[src/rtl/core/clci_pkg.sv]
// shared types and constants of the character lcd command interpreter
package clci_pkg;

  typedef enum logic [2:0] {
    EV_CELL     = 3'd0,
    EV_REDRAW   = 3'd1,
    EV_GLYPH    = 3'd2,
    EV_CONTRAST = 3'd3,
    EV_TIMEOUT  = 3'd4,
    EV_READ     = 3'd5
  } ev_e;

  typedef enum logic [1:0] {
    SEL_READ,
    SEL_REDRAW,
    SEL_CELL,
    SEL_EVENT
  } out_sel_e;

  localparam int unsigned CurRowW = 3;
  localparam int unsigned RowW    = 2;

  localparam logic [7:0] CH_CMD   = 8'd254;
  localparam logic [7:0] CH_SPACE = 8'd32;
  localparam logic [7:0] CH_GLYPH_LIMIT = 8'd8;
  localparam logic [7:0] CH_Q     = "Q";
  localparam logic [7:0] CH_R     = "R";
  localparam logic [7:0] CH_B     = "B";
  localparam logic [7:0] CH_F     = "F";
  localparam logic [7:0] CH_X     = "X";
  localparam logic [7:0] CH_P     = "P";
  localparam logic [7:0] CH_L     = "L";
  localparam logic [7:0] CH_M     = "M";
  localparam logic [7:0] CH_N     = "N";
  localparam logic [7:0] CH_G     = "G";
  localparam logic [7:0] CH_HASH  = "#";

  // controller to datapath commands
  typedef struct packed {
    logic     latch;
    logic     exec;
    logic     rd_req;
    logic     cell_req;
    logic     scroll_start;
    logic     scroll_step;
    logic     scroll_end;
    logic     cell_write;
    logic     advance;
    logic     out_load;
    out_sel_e out_sel;
    logic     out_last;
  } ctl_t;

  // datapath to controller status
  typedef struct packed {
    logic mode_read;
    logic cmd_path;
    logic wrap;
    logic scroll_en;
    logic scroll_done;
    logic cell_change;
    logic ev_have;
    logic out_free;
  } sts_t;

endpackage

[src/rtl/core/char_lcd_command_interpreter_core.sv]
// top level of the serial command interpreter for a character lcd
// sequencing: one transfer at a time; the input stalls until the sequencer is idle again.
//   A scrolling wrap runs the scroll sweep, one read and one write per cycle, before the
//   redraw result.
// reset: asynchronous, active low; buffer reads as all spaces straight after reset
module char_lcd_command_interpreter_core #(
  parameter int unsigned COLUMNS = 20,
  parameter int unsigned ROWS    = 4
) (
  input  logic                              clk_i,
  input  logic                              rst_ni,
  // input channel
  input  logic                              in_valid_i,
  output logic                              in_stall_o,
  input  logic                              mode_i,
  input  logic [7:0]                        data_byte_i,
  input  logic [((COLUMNS >= 32) ? 6 : 5)-1:0] read_column_i,
  input  logic [clci_pkg::RowW-1:0]         read_row_i,
  // result channel
  output logic                              out_valid_o,
  input  logic                              out_stall_i,
  output logic [2:0]                        event_res_o,
  output logic [((COLUMNS >= 32) ? 6 : 5)-1:0] column_o,
  output logic [clci_pkg::RowW-1:0]         row_o,
  output logic [7:0]                        code_o,
  output logic [63:0]                       glyph_rows_o,
  output logic                              backlight_on_o,
  output logic [7:0]                        contrast_level_o,
  output logic                              last_o
);

  // column fields widen once the panel is 32 columns or more
  localparam int unsigned ColW = (COLUMNS >= 32) ? 6 : 5;

  clci_pkg::ctl_t ctl;
  clci_pkg::sts_t sts;

  // sequencer: one transfer at a time, waits on the result register
  clci_ctrl u_ctrl (
    .clk_i      (clk_i),
    .rst_ni     (rst_ni),
    .in_valid_i (in_valid_i),
    .in_stall_o (in_stall_o),
    .sts_i      (sts),
    .ctl_o      (ctl)
  );

  // buffer ram, cursor, command decode and the result register
  clci_dp #(
    .COLUMNS (COLUMNS),
    .ROWS    (ROWS),
    .ColW    (ColW)
  ) u_dp (
    .clk_i            (clk_i),
    .rst_ni           (rst_ni),
    .ctl_i            (ctl),
    .sts_o            (sts),
    .mode_i           (mode_i),
    .data_byte_i      (data_byte_i),
    .read_column_i    (read_column_i),
    .read_row_i       (read_row_i),
    .out_valid_o      (out_valid_o),
    .out_stall_i      (out_stall_i),
    .event_res_o      (event_res_o),
    .column_o         (column_o),
    .row_o            (row_o),
    .code_o           (code_o),
    .glyph_rows_o     (glyph_rows_o),
    .backlight_on_o   (backlight_on_o),
    .contrast_level_o (contrast_level_o),
    .last_o           (last_o)
  );

endmodule

[src/rtl/core/clci_ctrl.sv]
// sequencing state machine of the command interpreter
module clci_ctrl (
  input  logic            clk_i,
  input  logic            rst_ni,
  input  logic            in_valid_i,
  output logic            in_stall_o,
  input  clci_pkg::sts_t  sts_i,
  output clci_pkg::ctl_t  ctl_o
);

  typedef enum logic [3:0] {
    S_IDLE,
    S_DECODE,
    S_RD_OUT,
    S_CMD_OUT,
    S_SCROLL,
    S_CELL_REQ,
    S_CELL_CMP,
    S_REDRAW_OUT,
    S_CELL_OUT
  } state_e;

  state_e state_q, state_d;
  logic   redraw_q, redraw_d;
  logic   change_q, change_d;

  assign in_stall_o = (state_q != S_IDLE);

  always_comb begin
    ctl_o    = '0;
    state_d  = state_q;
    redraw_d = redraw_q;
    change_d = change_q;
    unique case (state_q)
      S_IDLE: begin
        if (in_valid_i) begin
          ctl_o.latch = 1'b1;
          state_d     = S_DECODE;
        end
      end
      S_DECODE: begin
        redraw_d = 1'b0;
        priority if (sts_i.mode_read) begin
          ctl_o.rd_req = 1'b1;
          state_d      = S_RD_OUT;
        end else if (sts_i.cmd_path) begin
          ctl_o.exec = 1'b1;
          state_d    = S_CMD_OUT;
        end else if (sts_i.wrap) begin
          if (sts_i.scroll_en) begin
            ctl_o.scroll_start = 1'b1;
            redraw_d           = 1'b1;
            state_d            = S_SCROLL;
          end else begin
            state_d = S_IDLE;
          end
        end else begin
          ctl_o.cell_req = 1'b1;
          state_d        = S_CELL_CMP;
        end
      end
      S_RD_OUT: begin
        if (sts_i.out_free) begin
          ctl_o.out_load = 1'b1;
          ctl_o.out_sel  = clci_pkg::SEL_READ;
          ctl_o.out_last = 1'b1;
          state_d        = S_IDLE;
        end
      end
      S_CMD_OUT: begin
        if (!sts_i.ev_have) begin
          state_d = S_IDLE;
        end else if (sts_i.out_free) begin
          ctl_o.out_load = 1'b1;
          ctl_o.out_sel  = clci_pkg::SEL_EVENT;
          ctl_o.out_last = 1'b1;
          state_d        = S_IDLE;
        end
      end
      S_SCROLL: begin
        if (sts_i.scroll_done) begin
          ctl_o.scroll_end = 1'b1;
          state_d          = S_CELL_REQ;
        end else begin
          ctl_o.scroll_step = 1'b1;
        end
      end
      S_CELL_REQ: begin
        ctl_o.cell_req = 1'b1;
        state_d        = S_CELL_CMP;
      end
      S_CELL_CMP: begin
        change_d = sts_i.cell_change;
        if (redraw_q) begin
          state_d = S_REDRAW_OUT;
        end else if (sts_i.cell_change) begin
          state_d = S_CELL_OUT;
        end else begin
          ctl_o.advance = 1'b1;
          state_d       = S_IDLE;
        end
      end
      S_REDRAW_OUT: begin
        if (sts_i.out_free) begin
          ctl_o.out_load = 1'b1;
          ctl_o.out_sel  = clci_pkg::SEL_REDRAW;
          ctl_o.out_last = !change_q;
          if (change_q) begin
            state_d = S_CELL_OUT;
          end else begin
            ctl_o.advance = 1'b1;
            state_d       = S_IDLE;
          end
        end
      end
      S_CELL_OUT: begin
        if (sts_i.out_free) begin
          ctl_o.out_load   = 1'b1;
          ctl_o.out_sel    = clci_pkg::SEL_CELL;
          ctl_o.out_last   = 1'b1;
          ctl_o.cell_write = 1'b1;
          ctl_o.advance    = 1'b1;
          state_d          = S_IDLE;
        end
      end
      default: begin
        state_d = S_IDLE;
      end
    endcase
  end

  always_ff @(posedge clk_i or negedge rst_ni) begin
    if (!rst_ni) begin
      state_q  <= S_IDLE;
      redraw_q <= 1'b0;
      change_q <= 1'b0;
    end else begin
      state_q  <= state_d;
      redraw_q <= redraw_d;
      change_q <= change_d;
    end
  end

endmodule

[src/rtl/core/clci_dp.sv]
// text buffer, cursor, command state and result register
module clci_dp #(
  parameter int unsigned COLUMNS = 20,
  parameter int unsigned ROWS    = 4,
  parameter int unsigned ColW    = 5
) (
  input  logic                         clk_i,
  input  logic                         rst_ni,
  input  clci_pkg::ctl_t               ctl_i,
  output clci_pkg::sts_t               sts_o,
  input  logic                         mode_i,
  input  logic [7:0]                   data_byte_i,
  input  logic [ColW-1:0]              read_column_i,
  input  logic [clci_pkg::RowW-1:0]    read_row_i,
  output logic                         out_valid_o,
  input  logic                         out_stall_i,
  output logic [2:0]                   event_res_o,
  output logic [ColW-1:0]              column_o,
  output logic [clci_pkg::RowW-1:0]    row_o,
  output logic [7:0]                   code_o,
  output logic [63:0]                  glyph_rows_o,
  output logic                         backlight_on_o,
  output logic [7:0]                   contrast_level_o,
  output logic                         last_o
);

  localparam int unsigned Cells    = COLUMNS * ROWS;
  localparam int unsigned AddrW    = $clog2(Cells);
  localparam int unsigned CntW     = $clog2(Cells + 1);
  localparam int unsigned ColIdxW  = $clog2(COLUMNS);
  localparam int unsigned SweepLen = (ROWS - 1) * COLUMNS;
  localparam int unsigned LastRow  = (ROWS - 1) * COLUMNS;
  localparam logic [AddrW:0]  ColsA    = (AddrW + 1)'(COLUMNS);
  localparam logic [CntW-1:0] SweepEnd = CntW'(SweepLen);
  localparam logic [CntW-1:0] ColsC    = CntW'(COLUMNS);

  typedef enum logic [2:0] {
    K_NONE,
    K_TIMEOUT,
    K_POSITION,
    K_CONTRAST,
    K_GLYPH,
    K_BIGNUM
  } kind_e;

  // latched input
  logic                       mode_q;
  logic [7:0]                 byte_q;
  logic [ColW-1:0]            rcol_q;
  logic [clci_pkg::RowW-1:0]  rrow_q;

  // buffer
  logic [7:0]       mem [Cells];
  logic [Cells-1:0] vld_q;
  logic [7:0]       rdata_q;
  logic             rd_vld_q;

  // cursor and command state
  logic [ColIdxW-1:0]          cur_col_q, cur_col_d;
  logic [clci_pkg::CurRowW-1:0] cur_row_q, cur_row_d;
  logic                        in_cmd_q, in_cmd_d;
  kind_e                       kind_q, kind_d;
  logic [3:0]                  step_q, step_d;
  logic                        scroll_q, scroll_d;
  logic                        bl_q, bl_d;
  logic [7:0]                  contrast_q, contrast_d;
  logic [7:0]                  glyph_num_q, glyph_num_d;
  logic [63:0]                 collect_q, collect_d;
  logic                        ev_have_q, ev_have_d;
  clci_pkg::ev_e               ev_kind_q, ev_kind_d;
  logic [7:0]                  ev_code_q, ev_code_d;
  logic                        clear_all;

  // scroll sweep
  logic [CntW-1:0]  sc_q;
  logic             wr_pend_q;
  logic [AddrW-1:0] wr_addr_q;

  // addresses and ports
  logic [AddrW:0]   cur_addr_w, rd_addr_w;
  logic [AddrW-1:0] cur_addr, rd_addr, raddr, waddr;
  logic             re, we, rd_in_range, sweep_rd;
  logic [7:0]       wdata, stored;
  logic [2:0]       gidx;

  assign cur_addr_w  = (AddrW + 1)'(cur_row_q) * ColsA + (AddrW + 1)'(cur_col_q);
  assign cur_addr    = cur_addr_w[AddrW-1:0];
  assign rd_in_range = ({1'b0, rcol_q} < (ColW + 1)'(COLUMNS))
                     && ({1'b0, rrow_q} < 3'(ROWS));
  assign rd_addr_w   = (AddrW + 1)'(rrow_q) * ColsA + (AddrW + 1)'(rcol_q);
  assign rd_addr     = rd_in_range ? rd_addr_w[AddrW-1:0] : '0;
  assign sweep_rd    = ctl_i.scroll_step && (sc_q < SweepEnd);

  always_comb begin
    re    = 1'b1;
    raddr = cur_addr;
    priority if (ctl_i.rd_req) begin
      raddr = rd_addr;
    end else if (ctl_i.cell_req) begin
      raddr = cur_addr;
    end else if (sweep_rd) begin
      raddr = AddrW'(sc_q + ColsC);
    end else begin
      re = 1'b0;
    end
  end

  assign we    = ctl_i.cell_write || (ctl_i.scroll_step && wr_pend_q);
  assign waddr = ctl_i.cell_write ? cur_addr : wr_addr_q;
  assign wdata = ctl_i.cell_write ? byte_q : rdata_q;

  always_ff @(posedge clk_i) begin
    if (we) begin
      mem[waddr] <= wdata;
    end
    if (re) begin
      rdata_q <= mem[raddr];
    end
  end

  // an entry never written since reset or clear reads as a space
  assign stored = rd_vld_q ? rdata_q : clci_pkg::CH_SPACE;
  assign gidx   = 3'(step_q - 4'd2);

  // command execution and cursor movement
  always_comb begin
    cur_col_d   = cur_col_q;
    cur_row_d   = cur_row_q;
    in_cmd_d    = in_cmd_q;
    kind_d      = kind_q;
    step_d      = step_q;
    scroll_d    = scroll_q;
    bl_d        = bl_q;
    contrast_d  = contrast_q;
    glyph_num_d = glyph_num_q;
    collect_d   = collect_q;
    ev_have_d   = ev_have_q;
    ev_kind_d   = ev_kind_q;
    ev_code_d   = ev_code_q;
    clear_all   = 1'b0;

    if (ctl_i.exec) begin
      ev_have_d = 1'b0;
      priority if (!in_cmd_q) begin
        in_cmd_d = 1'b1;
        kind_d   = K_NONE;
        step_d   = 4'd0;
      end else if (step_q == 4'd0) begin
        in_cmd_d = 1'b0;
        kind_d   = K_NONE;
        unique case (byte_q)
          clci_pkg::CH_Q: scroll_d = 1'b1;
          clci_pkg::CH_R: scroll_d = 1'b0;
          clci_pkg::CH_B: begin
            bl_d      = 1'b1;
            in_cmd_d  = 1'b1;
            kind_d    = K_TIMEOUT;
            step_d    = 4'd1;
            ev_have_d = 1'b1;
            ev_kind_d = clci_pkg::EV_REDRAW;
            ev_code_d = 8'd0;
          end
          clci_pkg::CH_F: begin
            bl_d      = 1'b0;
            ev_have_d = 1'b1;
            ev_kind_d = clci_pkg::EV_REDRAW;
            ev_code_d = 8'd0;
          end
          clci_pkg::CH_X: begin
            clear_all = 1'b1;
            cur_col_d = '0;
            cur_row_d = '0;
            ev_have_d = 1'b1;
            ev_kind_d = clci_pkg::EV_REDRAW;
            ev_code_d = 8'd0;
          end
          clci_pkg::CH_P: begin
            in_cmd_d = 1'b1;
            kind_d   = K_CONTRAST;
            step_d   = 4'd1;
          end
          clci_pkg::CH_L: begin
            if (cur_col_q != '0) begin
              cur_col_d = cur_col_q - 1'b1;
            end else if (cur_row_q != '0) begin
              cur_col_d = ColIdxW'(COLUMNS - 1);
              cur_row_d = cur_row_q - 1'b1;
            end
          end
          clci_pkg::CH_M: begin
            if (cur_row_q < clci_pkg::CurRowW'(ROWS)) begin
              if ((ColIdxW + 1)'(cur_col_q) + 1'b1 < (ColIdxW + 1)'(COLUMNS)) begin
                cur_col_d = cur_col_q + 1'b1;
              end else begin
                cur_col_d = '0;
                cur_row_d = cur_row_q + 1'b1;
              end
            end
          end
          clci_pkg::CH_N: begin
            in_cmd_d  = 1'b1;
            kind_d    = K_GLYPH;
            step_d    = 4'd1;
            collect_d = '0;
          end
          clci_pkg::CH_G: begin
            in_cmd_d = 1'b1;
            kind_d   = K_POSITION;
            step_d   = 4'd1;
          end
          clci_pkg::CH_HASH: begin
            in_cmd_d = 1'b1;
            kind_d   = K_BIGNUM;
            step_d   = 4'd1;
          end
          default: ;
        endcase
        if (!in_cmd_d) begin
          step_d = 4'd0;
        end
      end else begin
        unique case (kind_q)
          K_TIMEOUT: begin
            in_cmd_d  = 1'b0;
            kind_d    = K_NONE;
            step_d    = 4'd0;
            ev_have_d = 1'b1;
            ev_kind_d = clci_pkg::EV_TIMEOUT;
            ev_code_d = byte_q;
          end
          K_CONTRAST: begin
            contrast_d = byte_q;
            in_cmd_d   = 1'b0;
            kind_d     = K_NONE;
            step_d     = 4'd0;
            ev_have_d  = 1'b1;
            ev_kind_d  = clci_pkg::EV_CONTRAST;
            ev_code_d  = byte_q;
          end
          K_POSITION: begin
            if (step_q == 4'd1) begin
              if (byte_q != 8'd0 && 9'(byte_q) <= 9'(COLUMNS)) begin
                cur_col_d = ColIdxW'(byte_q - 8'd1);
              end
              step_d = 4'd2;
            end else begin
              if (byte_q != 8'd0 && byte_q <= 8'(ROWS)) begin
                cur_row_d = clci_pkg::CurRowW'(byte_q - 8'd1);
              end
              in_cmd_d = 1'b0;
              kind_d   = K_NONE;
              step_d   = 4'd0;
            end
          end
          K_GLYPH: begin
            if (step_q == 4'd1) begin
              glyph_num_d = byte_q;
              step_d      = 4'd2;
            end else begin
              if (step_q <= 4'd9) begin
                collect_d[{gidx, 3'b000} +: 8] = byte_q;
              end
              if (step_q >= 4'd9) begin
                in_cmd_d  = 1'b0;
                kind_d    = K_NONE;
                step_d    = 4'd0;
                ev_have_d = 1'b1;
                ev_kind_d = clci_pkg::EV_GLYPH;
                ev_code_d = glyph_num_q;
              end else begin
                step_d = step_q + 4'd1;
              end
            end
          end
          K_BIGNUM: begin
            if (step_q == 4'd1) begin
              step_d = 4'd2;
            end else begin
              in_cmd_d = 1'b0;
              kind_d   = K_NONE;
              step_d   = 4'd0;
            end
          end
          default: begin
            in_cmd_d = 1'b0;
            kind_d   = K_NONE;
            step_d   = 4'd0;
          end
        endcase
      end
    end

    if (ctl_i.scroll_end) begin
      cur_row_d = clci_pkg::CurRowW'(ROWS - 1);
    end

    if (ctl_i.advance && cur_row_q < clci_pkg::CurRowW'(ROWS)) begin
      if ((ColIdxW + 1)'(cur_col_q) + 1'b1 < (ColIdxW + 1)'(COLUMNS)) begin
        cur_col_d = cur_col_q + 1'b1;
      end else begin
        cur_col_d = '0;
        cur_row_d = cur_row_q + 1'b1;
      end
    end
  end

  always_ff @(posedge clk_i or negedge rst_ni) begin
    if (!rst_ni) begin
      cur_col_q   <= '0;
      cur_row_q   <= '0;
      in_cmd_q    <= 1'b0;
      kind_q      <= K_NONE;
      step_q      <= 4'd0;
      scroll_q    <= 1'b0;
      bl_q        <= 1'b1;
      contrast_q  <= 8'd128;
      glyph_num_q <= 8'd0;
      collect_q   <= '0;
      ev_have_q   <= 1'b0;
      ev_kind_q   <= clci_pkg::EV_REDRAW;
      ev_code_q   <= 8'd0;
      vld_q       <= '0;
      rd_vld_q    <= 1'b0;
      sc_q        <= '0;
      wr_pend_q   <= 1'b0;
      wr_addr_q   <= '0;
      out_valid_o <= 1'b0;
    end else begin
      cur_col_q   <= cur_col_d;
      cur_row_q   <= cur_row_d;
      in_cmd_q    <= in_cmd_d;
      kind_q      <= kind_d;
      step_q      <= step_d;
      scroll_q    <= scroll_d;
      bl_q        <= bl_d;
      contrast_q  <= contrast_d;
      glyph_num_q <= glyph_num_d;
      collect_q   <= collect_d;
      ev_have_q   <= ev_have_d;
      ev_kind_q   <= ev_kind_d;
      ev_code_q   <= ev_code_d;

      if (re) begin
        rd_vld_q <= vld_q[raddr];
      end

      // valid bits: clear, scroll copy, last row blank, cell write
      if (clear_all) begin
        vld_q <= '0;
      end else if (ctl_i.scroll_end) begin
        for (int i = LastRow; i < Cells; i++) begin
          vld_q[i] <= 1'b0;
        end
      end else if (ctl_i.cell_write) begin
        vld_q[cur_addr] <= 1'b1;
      end else if (ctl_i.scroll_step && wr_pend_q) begin
        vld_q[wr_addr_q] <= rd_vld_q;
      end

      if (ctl_i.scroll_start) begin
        sc_q      <= '0;
        wr_pend_q <= 1'b0;
      end else if (ctl_i.scroll_step) begin
        wr_pend_q <= sweep_rd;
        if (sweep_rd) begin
          wr_addr_q <= sc_q[AddrW-1:0];
          sc_q      <= sc_q + 1'b1;
        end
      end

      if (ctl_i.out_load) begin
        out_valid_o <= 1'b1;
      end else if (!out_stall_i) begin
        out_valid_o <= 1'b0;
      end
    end
  end

  always_ff @(posedge clk_i) begin
    if (ctl_i.latch) begin
      mode_q <= mode_i;
      byte_q <= data_byte_i;
      rcol_q <= read_column_i;
      rrow_q <= read_row_i;
    end
    if (ctl_i.out_load) begin
      backlight_on_o   <= bl_q;
      contrast_level_o <= contrast_q;
      last_o           <= ctl_i.out_last;
      event_res_o      <= clci_pkg::EV_REDRAW;
      column_o         <= '0;
      row_o            <= '0;
      code_o           <= 8'd0;
      glyph_rows_o     <= '0;
      unique case (ctl_i.out_sel)
        clci_pkg::SEL_READ: begin
          event_res_o <= clci_pkg::EV_READ;
          column_o    <= rcol_q;
          row_o       <= rrow_q;
          code_o      <= rd_in_range ? stored : clci_pkg::CH_SPACE;
        end
        clci_pkg::SEL_REDRAW: begin
          event_res_o <= clci_pkg::EV_REDRAW;
        end
        clci_pkg::SEL_CELL: begin
          event_res_o <= clci_pkg::EV_CELL;
          column_o    <= ColW'(cur_col_q);
          row_o       <= cur_row_q[clci_pkg::RowW-1:0];
          code_o      <= byte_q;
        end
        clci_pkg::SEL_EVENT: begin
          event_res_o <= ev_kind_q;
          code_o      <= ev_code_q;
          if (ev_kind_q == clci_pkg::EV_GLYPH) begin
            glyph_rows_o <= collect_q;
          end
        end
        default: ;
      endcase
    end
  end

  assign sts_o.mode_read   = mode_q;
  assign sts_o.cmd_path    = in_cmd_q || (byte_q == clci_pkg::CH_CMD);
  assign sts_o.wrap        = (cur_row_q >= clci_pkg::CurRowW'(ROWS));
  assign sts_o.scroll_en   = scroll_q;
  assign sts_o.scroll_done = (sc_q == SweepEnd) && !wr_pend_q;
  assign sts_o.cell_change = (stored != byte_q) || (byte_q < clci_pkg::CH_GLYPH_LIMIT);
  assign sts_o.ev_have     = ev_have_q;
  assign sts_o.out_free    = !out_valid_o || !out_stall_i;

endmodule

[config.mk]
export PLATFORM = sky130hd
export DESIGN_NAME = char_lcd_command_interpreter_core
export DESIGN_NICKNAME = d
export VERILOG_FILES = /design/src/rtl/core/clci_pkg.sv /design/src/rtl/core/char_lcd_command_interpreter_core.sv /design/src/rtl/core/clci_ctrl.sv /design/src/rtl/core/clci_dp.sv
export SDC_FILE = /design/constraint.sdc
export NUM_CORES = 2
export LEC_CHECK = 0
export ABC_CLOCK_PERIOD_IN_PS = 5800
export BUFFER_PORTS_ARGS = -buffer_cell sky130_fd_sc_hd__buf_2
export CAP_MARGIN = 30
export CORE_MARGIN = 2
export CORE_UTILIZATION = 35
export DETAILED_ROUTE_END_ITERATION = 12
export GPL_TIMING_DRIVEN = 0
export MAX_ROUTING_LAYER = met4
export PLACE_DENSITY_LB_ADDON = 0.15
export SKIP_CTS_REPAIR_TIMING = 1
export SYNTH_ARGS = -nofsm -noshare
export SYNTH_HDL_FRONTEND = slang
export SYNTH_SLANG_ARGS = --single-unit
[constraint.sdc]
create_clock -name clk_i -period 5.8 [get_ports clk_i]
set_input_delay 0.58 -clock clk_i [delete_from_list [all_inputs] [get_ports clk_i]]
set_output_delay 0.58 -clock clk_i [all_outputs]
set_load 0.01 [all_outputs]
Yosys cells after proc, flatten, opt, wreduce, memory -nomap -nowiden
Memory sizes are Yosys's and may differ from the RTL's. A register that Yosys moved wholly into a read port is not among the register bits.
Cells that the tools add are included.
{"block": "totals", "register_bits": 321, "ram_bits": 640, "input_bits": 20, "elab_cells": 335, "n_memories": 1}
{"block": "classes", "n_addsub": 13, "n_mul": 2, "n_lt_le_gt_ge": 15, "eq_ne": 49, "n_shift": 2, "muxes": 157, "bitwise": 3, "n_reduce_logical": 58}
{"memory": "u_dp.mem", "depth": 80, "width": 8, "read_ports": 1, "rd_clocked_by_memory_dff": 1, "write_ports": 1, "line": "clci_dp.sv:53", "source": "logic [7:0] mem [Cells];"}
{"operator": "$mux W64", "count": 5}
{"operator": "$mux W80", "count": 3}
{"operator": "$bwmux W80", "count": 1}
{"operator": "$eq A8 B7 Y1 const B", "count": 10}
{"operator": "$mux W4", "count": 20}
{"operator": "$or A80 B80 Y80", "count": 1}
{"operator": "$mux W3", "count": 23}
{"operator": "$bwmux W64", "count": 1}
{"operator": "$shift A8 B8 Y64 const A", "count": 1}
{"operator": "$shiftx A8 B8 Y64", "count": 1}
{"operator": "$mux W5", "count": 12}
{"operator": "$mux W60", "count": 1}
{"operator": "$mux W7", "count": 8}
{"operator": "$mux W8", "count": 7}
{"operator": "$mux W1", "count": 47}
{"operator": "$pmux W4 S8", "count": 1}
{"operator": "$lt A7 B8 Y1 const B", "count": 3}
{"operator": "$pmux W8 S3", "count": 1}
{"operator": "$mux W20", "count": 1}
{"operator": "$ne A4 B4 Y1 const B", "count": 5}
{"operator": "$pmux W3 S3", "count": 2}
{"operator": "$reduce_and A6 Y1", "count": 3}
{"operator": "$reduce_bool A3 Y1", "count": 6}
{"operator": "$eq A4 B3 Y1 const B", "count": 4}
{"operator": "other kinds (74)", "count": 132}

Depth between registers and ports, before layout
{"block": "depth", "depth_word": 11, "mapped_depth": 16}

Hierarchy
Synthesis repeated with hierarchy kept, for this count alone.
{"block": "unflattened", "cells_unflattened": 3485, "hier_area_um2": 43646.9}
{"mod": "clci_dp", "instances": 1, "cells_each": 3408, "area_each_um2": 43030.0, "seq_area_each_um2": 27885.5}
{"mod": "clci_ctrl", "instances": 1, "cells_each": 77, "area_each_um2": 616.8, "seq_area_each_um2": 150.1}

Worst setup path after synthesis
Ideal clock, no wire load.
{"block": "synth_timing", "path_type": "reg-to-reg", "from": "register u_ctrl.state_q[2]", "to": "register u_dp.backlight_on_o, enable pin", "setup_time_ns": 0.573, "arrival_ns": 5.470, "required_ns": 5.227, "path_slack_ns": -0.244, "stages_incl_launch_ff": 5, "path_buffers": 1, "cell_sequence": "dfrtp_1 > clkbuf_1 > nor3_1 > nand2_1 > a21oi_1"}
{"element": "start: declaration", "line": "clci_ctrl.sv:23", "source": "state_e state_q, state_d;"}
{"element": "start signal: assignment", "line": "clci_ctrl.sv:138", "source": "state_q <= state_d;"}
{"element": "end signal: assignment", "line": "clci_dp.sv:387", "source": "backlight_on_o <= bl_q;"}
{"element": "end: declaration", "line": "clci_dp.sv:22", "source": "output logic backlight_on_o,"}

Final worst setup path
{"block": "layout_timing", "from": "register u_ctrl.state_q[2]", "to": "memory u_dp.mem[55][3], enable pin"}
{"block": "layout_via", "elab_chain_len": 6, "elab_cells_between_ends": 9}
{"element": "$eq A4 B3 Y1", "line": "clci_ctrl.sv:34", "source": "unique case (state_q)"}
{"element": "$mux W2", "line": "clci_ctrl.sv:34"}
{"element": "$logic_and A1 B1 Y1", "line": "clci_dp.sv:108", "source": "assign we = ctl_i.cell_write || (ctl_i.scroll_step && wr_pend_q);"}
{"element": "$logic_or A1 B1 Y1", "line": "clci_dp.sv:108"}
{"element": "$mux W1", "line": "clci_dp.sv:113", "source": "if (we) begin"}
{"element": "$mux W1 (implied by the code)", "line": "clci_dp.sv:114", "source": "mem[waddr] <= wdata;"}
{"element": "end: declaration", "line": "clci_dp.sv:53"}
Several ways; a longest one is shown, not always the timed one.

==> out/metrics.yaml <==
path_clk_slew_ns: 0.06
io_buffers: 113
clockPowerShare: 0.273
io_pins: 114
hold_path_depth: 1
dr.first_iter.drc_count: 3573
highest_layer: "met4"
area_growth_pct: 16.2
crit_arrival_ns: 6.10
fin_cells: 5287
synthArstFlopShare: 0.220
ant_nets: 0
place_congestion: 0.972
cts_tree: "done"
status: "completed"
root_buffer: "clkbuf_16"
cp_num_buf_inv: 3
critPathCaptureType: "flop"
worst_hold_path_type: "primary input to flop"
p_per_area_nw_per_um2: 499
first_pass_iters: 8
synth_top_flop_cell: "edfxtp_1"
initial_core_util: 0.353
worstSetupPathType: "flop to flop"
p_seq_frac: 0.358
p_leak_nw: 17.1
drive_gt1_frac: 0.137
p_sw_frac: 0.386
rsz0062_at_grt: "true"
cts_made_buffers: 105
synth_edf_count: 756
reg2reg_from: "u_ctrl.state_q[2]"
holdPathEnd: "u_dp.rcol_q[1]"
setup_viol: 0
reg2reg_slack_ns: 0.06
ys_ff_latch: 969
fin_hold_ws_ns: 0.0326
viasPerCell: 5.75
dr_wl_met3_microns: 12000
syn_inst: 3313
switchingPower_w: 0.00947
met2_wirelength_microns: 66600
core_area_sq_um: 120000
die_area_sq_um: 124000
drv_slew: 0
grt_pass1_wl_microns: 208000
critPathMaxStageDelay_ns: 1.01
critPathLaunchType: "flop"
route.detailed.drc: 0
ys_warn_count: 0
die_x_microns: 352
h-tree-depth: 3
syn_avg_cell_area_sq_um: 12.8
tightest_slew_ns: 1.07
mostFrequentLayoutCells: "edfxtp_1, nand2_1, a21oi_1, dfrtp_1, nor2_1"
ys_seq_area_frac: 0.663
gr-total-overflow: 0
p_int_w: 0.0150
finalNetCount: 3639
post-place-cells: 5087
rows: 127
crit_top_cell: "clkbuf_1"
final_common_cell: "edfxtp_1"
antenna_found_initial: 4
reg2regPathDepth: 10
max-cap-violations: 0
grt_pass1_vias: 29200
hold_viol_final: 0
ir_drop_mv: 0.273
final.min_clock_period_ns: 5.74
cts.sinks: 969
period_share: 0.990
vias: 30400
hold_start: "read_column_i[1]"
drt-met1-wl_microns: 61500
grt_usage: 0.239
dp_hpwl_microns: 101000
grt_max_degree: 108
r2r_end: "u_dp.mem[55][3]"
worstPathCellList: "clkbuf_1, nor3_1, nand2_1, nor2_1, clkbuf_1, clkbuf_1, nand3_1, o21ai_1, nand3_1, nor2_1"
synth_area_sq_um: 42300
ys_types: 90
cts_buffer_depth: 3
critical_path.top_delay_family: "simple AND/OR/NAND/NOR gates"
crit_path_top_delay_cell: "nor2_1"
cp.required_ns: 6.16
path_depth: 10
wl_microns: 145000
syn_nets: 3367
fmax_mhz: 174
clk_latency_ns: 0.75
wl_per_cell_microns: 27.4
crit_fanout: 10
maxSlewHeadroom: 0.283
dieHeight_microns: 352
nFillCells: 11300
final.setup_skew_ns: 0.0510
power_frac_comb: 0.368
## worst max-delay path by stage
stage / to / from
3_5_place_dp: u_dp.mem[47][4] / u_ctrl.state_q[2]
6_report: u_dp.mem[55][3] / u_ctrl.state_q[2]
5_1_grt: u_dp.mem[55][3] / u_ctrl.state_q[2]
2_1_floorplan: u_dp.mem[0][0] / u_ctrl.state_q[2]
3_3_place_gp: u_dp.mem[33][3] / u_ctrl.state_q[2]
4_1_cts: u_dp.mem[47][5] / u_ctrl.state_q[2]
## logic make-up (layout without fill, tap and decap cells)
| kind of cell | count (synthesis) | after routing | share of synthesized area |
|---|---|---|---|
| compound gates | 935 | 935 | 0.149 |
| xor+xnor | 23 | 23 | 0.00476 |
| fa+ha+maj | 34 | 34 | 0.0104 |
| buf+inv | 243 | 603 | 0.0251 |
| flops | 969 | 969 | 0.663 |
| mux | 133 | 133 | 0.0450 |
| other cells | 0 | 2 | 0 |
| simple gates | 976 | 976 | 0.103 |
## layer usage
| metal | vias to the layer above | GRT usage |
|---|---|---|
| li1 | 13300 | - |
| met1 | 15400 | 0.320 |
| met2 | 1406 | 0.363 |
| met3 | 314 | 0.0497 |
| met4 | 0 | 0.0808 |
| met5 | - | - |
## worst register-to-register path, cell delays in order, from the launching register on
cell      delay, ns
dfrtp_1        0.40
clkbuf_1       0.23
nor3_1         0.41
nand2_1        0.25
nor2_1         0.62
clkbuf_1       0.57
clkbuf_1       0.46
nand3_1        0.13
o21ai_1        0.43
nand3_1        0.85
nor2_1         1.02
## flip-flops by register name (all words and copies together), names as in the netlist, 3 cells and up
signal,count
u_dp.wr_addr_q,7
u_dp.vld_q,80
u_dp.step_q,4
u_dp.collect_q,64
u_dp.cur_row_q,3
u_dp.byte_q,8
u_dp.cur_col_q,5
u_dp.rdata_q,8
u_dp.sc_q,7
u_dp.code_o,8
u_dp.rcol_q,5
u_dp.glyph_rows_o,64
u_dp.glyph_num_q,8
u_dp.column_o,5
u_dp.ev_kind_q,3
u_dp.event_res_o,3
u_ctrl.state_q,4
u_dp.contrast_level_o,8
u_dp.mem,640
u_dp.ev_code_q,8
u_dp.kind_q,3
u_dp.contrast_q,8
## synth_stat cells (17+ instances only)
library cell,instances,area [sq um]
a21oi_1,215,1080
dfrtp_1,210,5260
nand3_1,52,260
buf_2,55,275
nand2_1,505,1900
nor4_1,21,131
mux4_2,42,946
edfxtp_1,756,22700
inv_1,35,131
mux2_2,36,405
nor3_1,30,150
and2_1,78,488
a32o_1,82,821
o21ai_0,184,921
a211oi_1,100,751
a31oi_1,78,488
o22ai_1,46,288
buf_1,17,63.8
nand2b_1,22,138
nor2_1,188,706
a22o_1,67,587
ha_1,32,400
a221oi_1,49,429
mux2i_1,55,551
clkbuf_1,116,435
## layout make-up
class                   instances  area [sq um]  share of cell area
diodes                          2          5.00            0.000102
plain buffers                 207           928              0.0189
clock buffers                 143          2860              0.0583
clock inverters                52           518              0.0105
inverters                      36           135             0.00275
multi-input cells            2101         13300               0.271
flip-flops and latches        969         28000               0.570
well taps                    1612          2020              0.0410
repair buffers                165          1320              0.0269
## through the flow
stage / instance area (sq um) / utilization / total power [W] / setup WS (ns) / setup TNS (ns)
3_3_place_gp: 44900 / 0.374 / 0.0177 / -7.09 / -2852.25
5_1_grt: 49100 / 0.410 / 0.0254 / -0.141 / -5.81
6_report: 49100 / 0.410 / 0.0245 / 0.0586 / 0
4_1_cts: 49100 / 0.409 / 0.0245 / 0.186 / 0
3_5_place_dp: 45700 / 0.381 / 0.0178 / 0.206 / 0
2_1_floorplan: 42300 / - / 0.0136 / 0.109 / 0
## power groups by stage
stage / logic [W] / clock network (W) / registers (W)
6_report: 0.00903 / 0.00670 / 0.00878
3_3_place_gp: 0.00836 / 0 / 0.00932
3_5_place_dp: 0.00887 / 0 / 0.00893
2_1_floorplan: 0.00452 / 0 / 0.00908
5_1_grt: 0.00947 / 0.00707 / 0.00881
4_1_cts: 0.00890 / 0.00678 / 0.00879
Power figures use the tool's default switching activity.
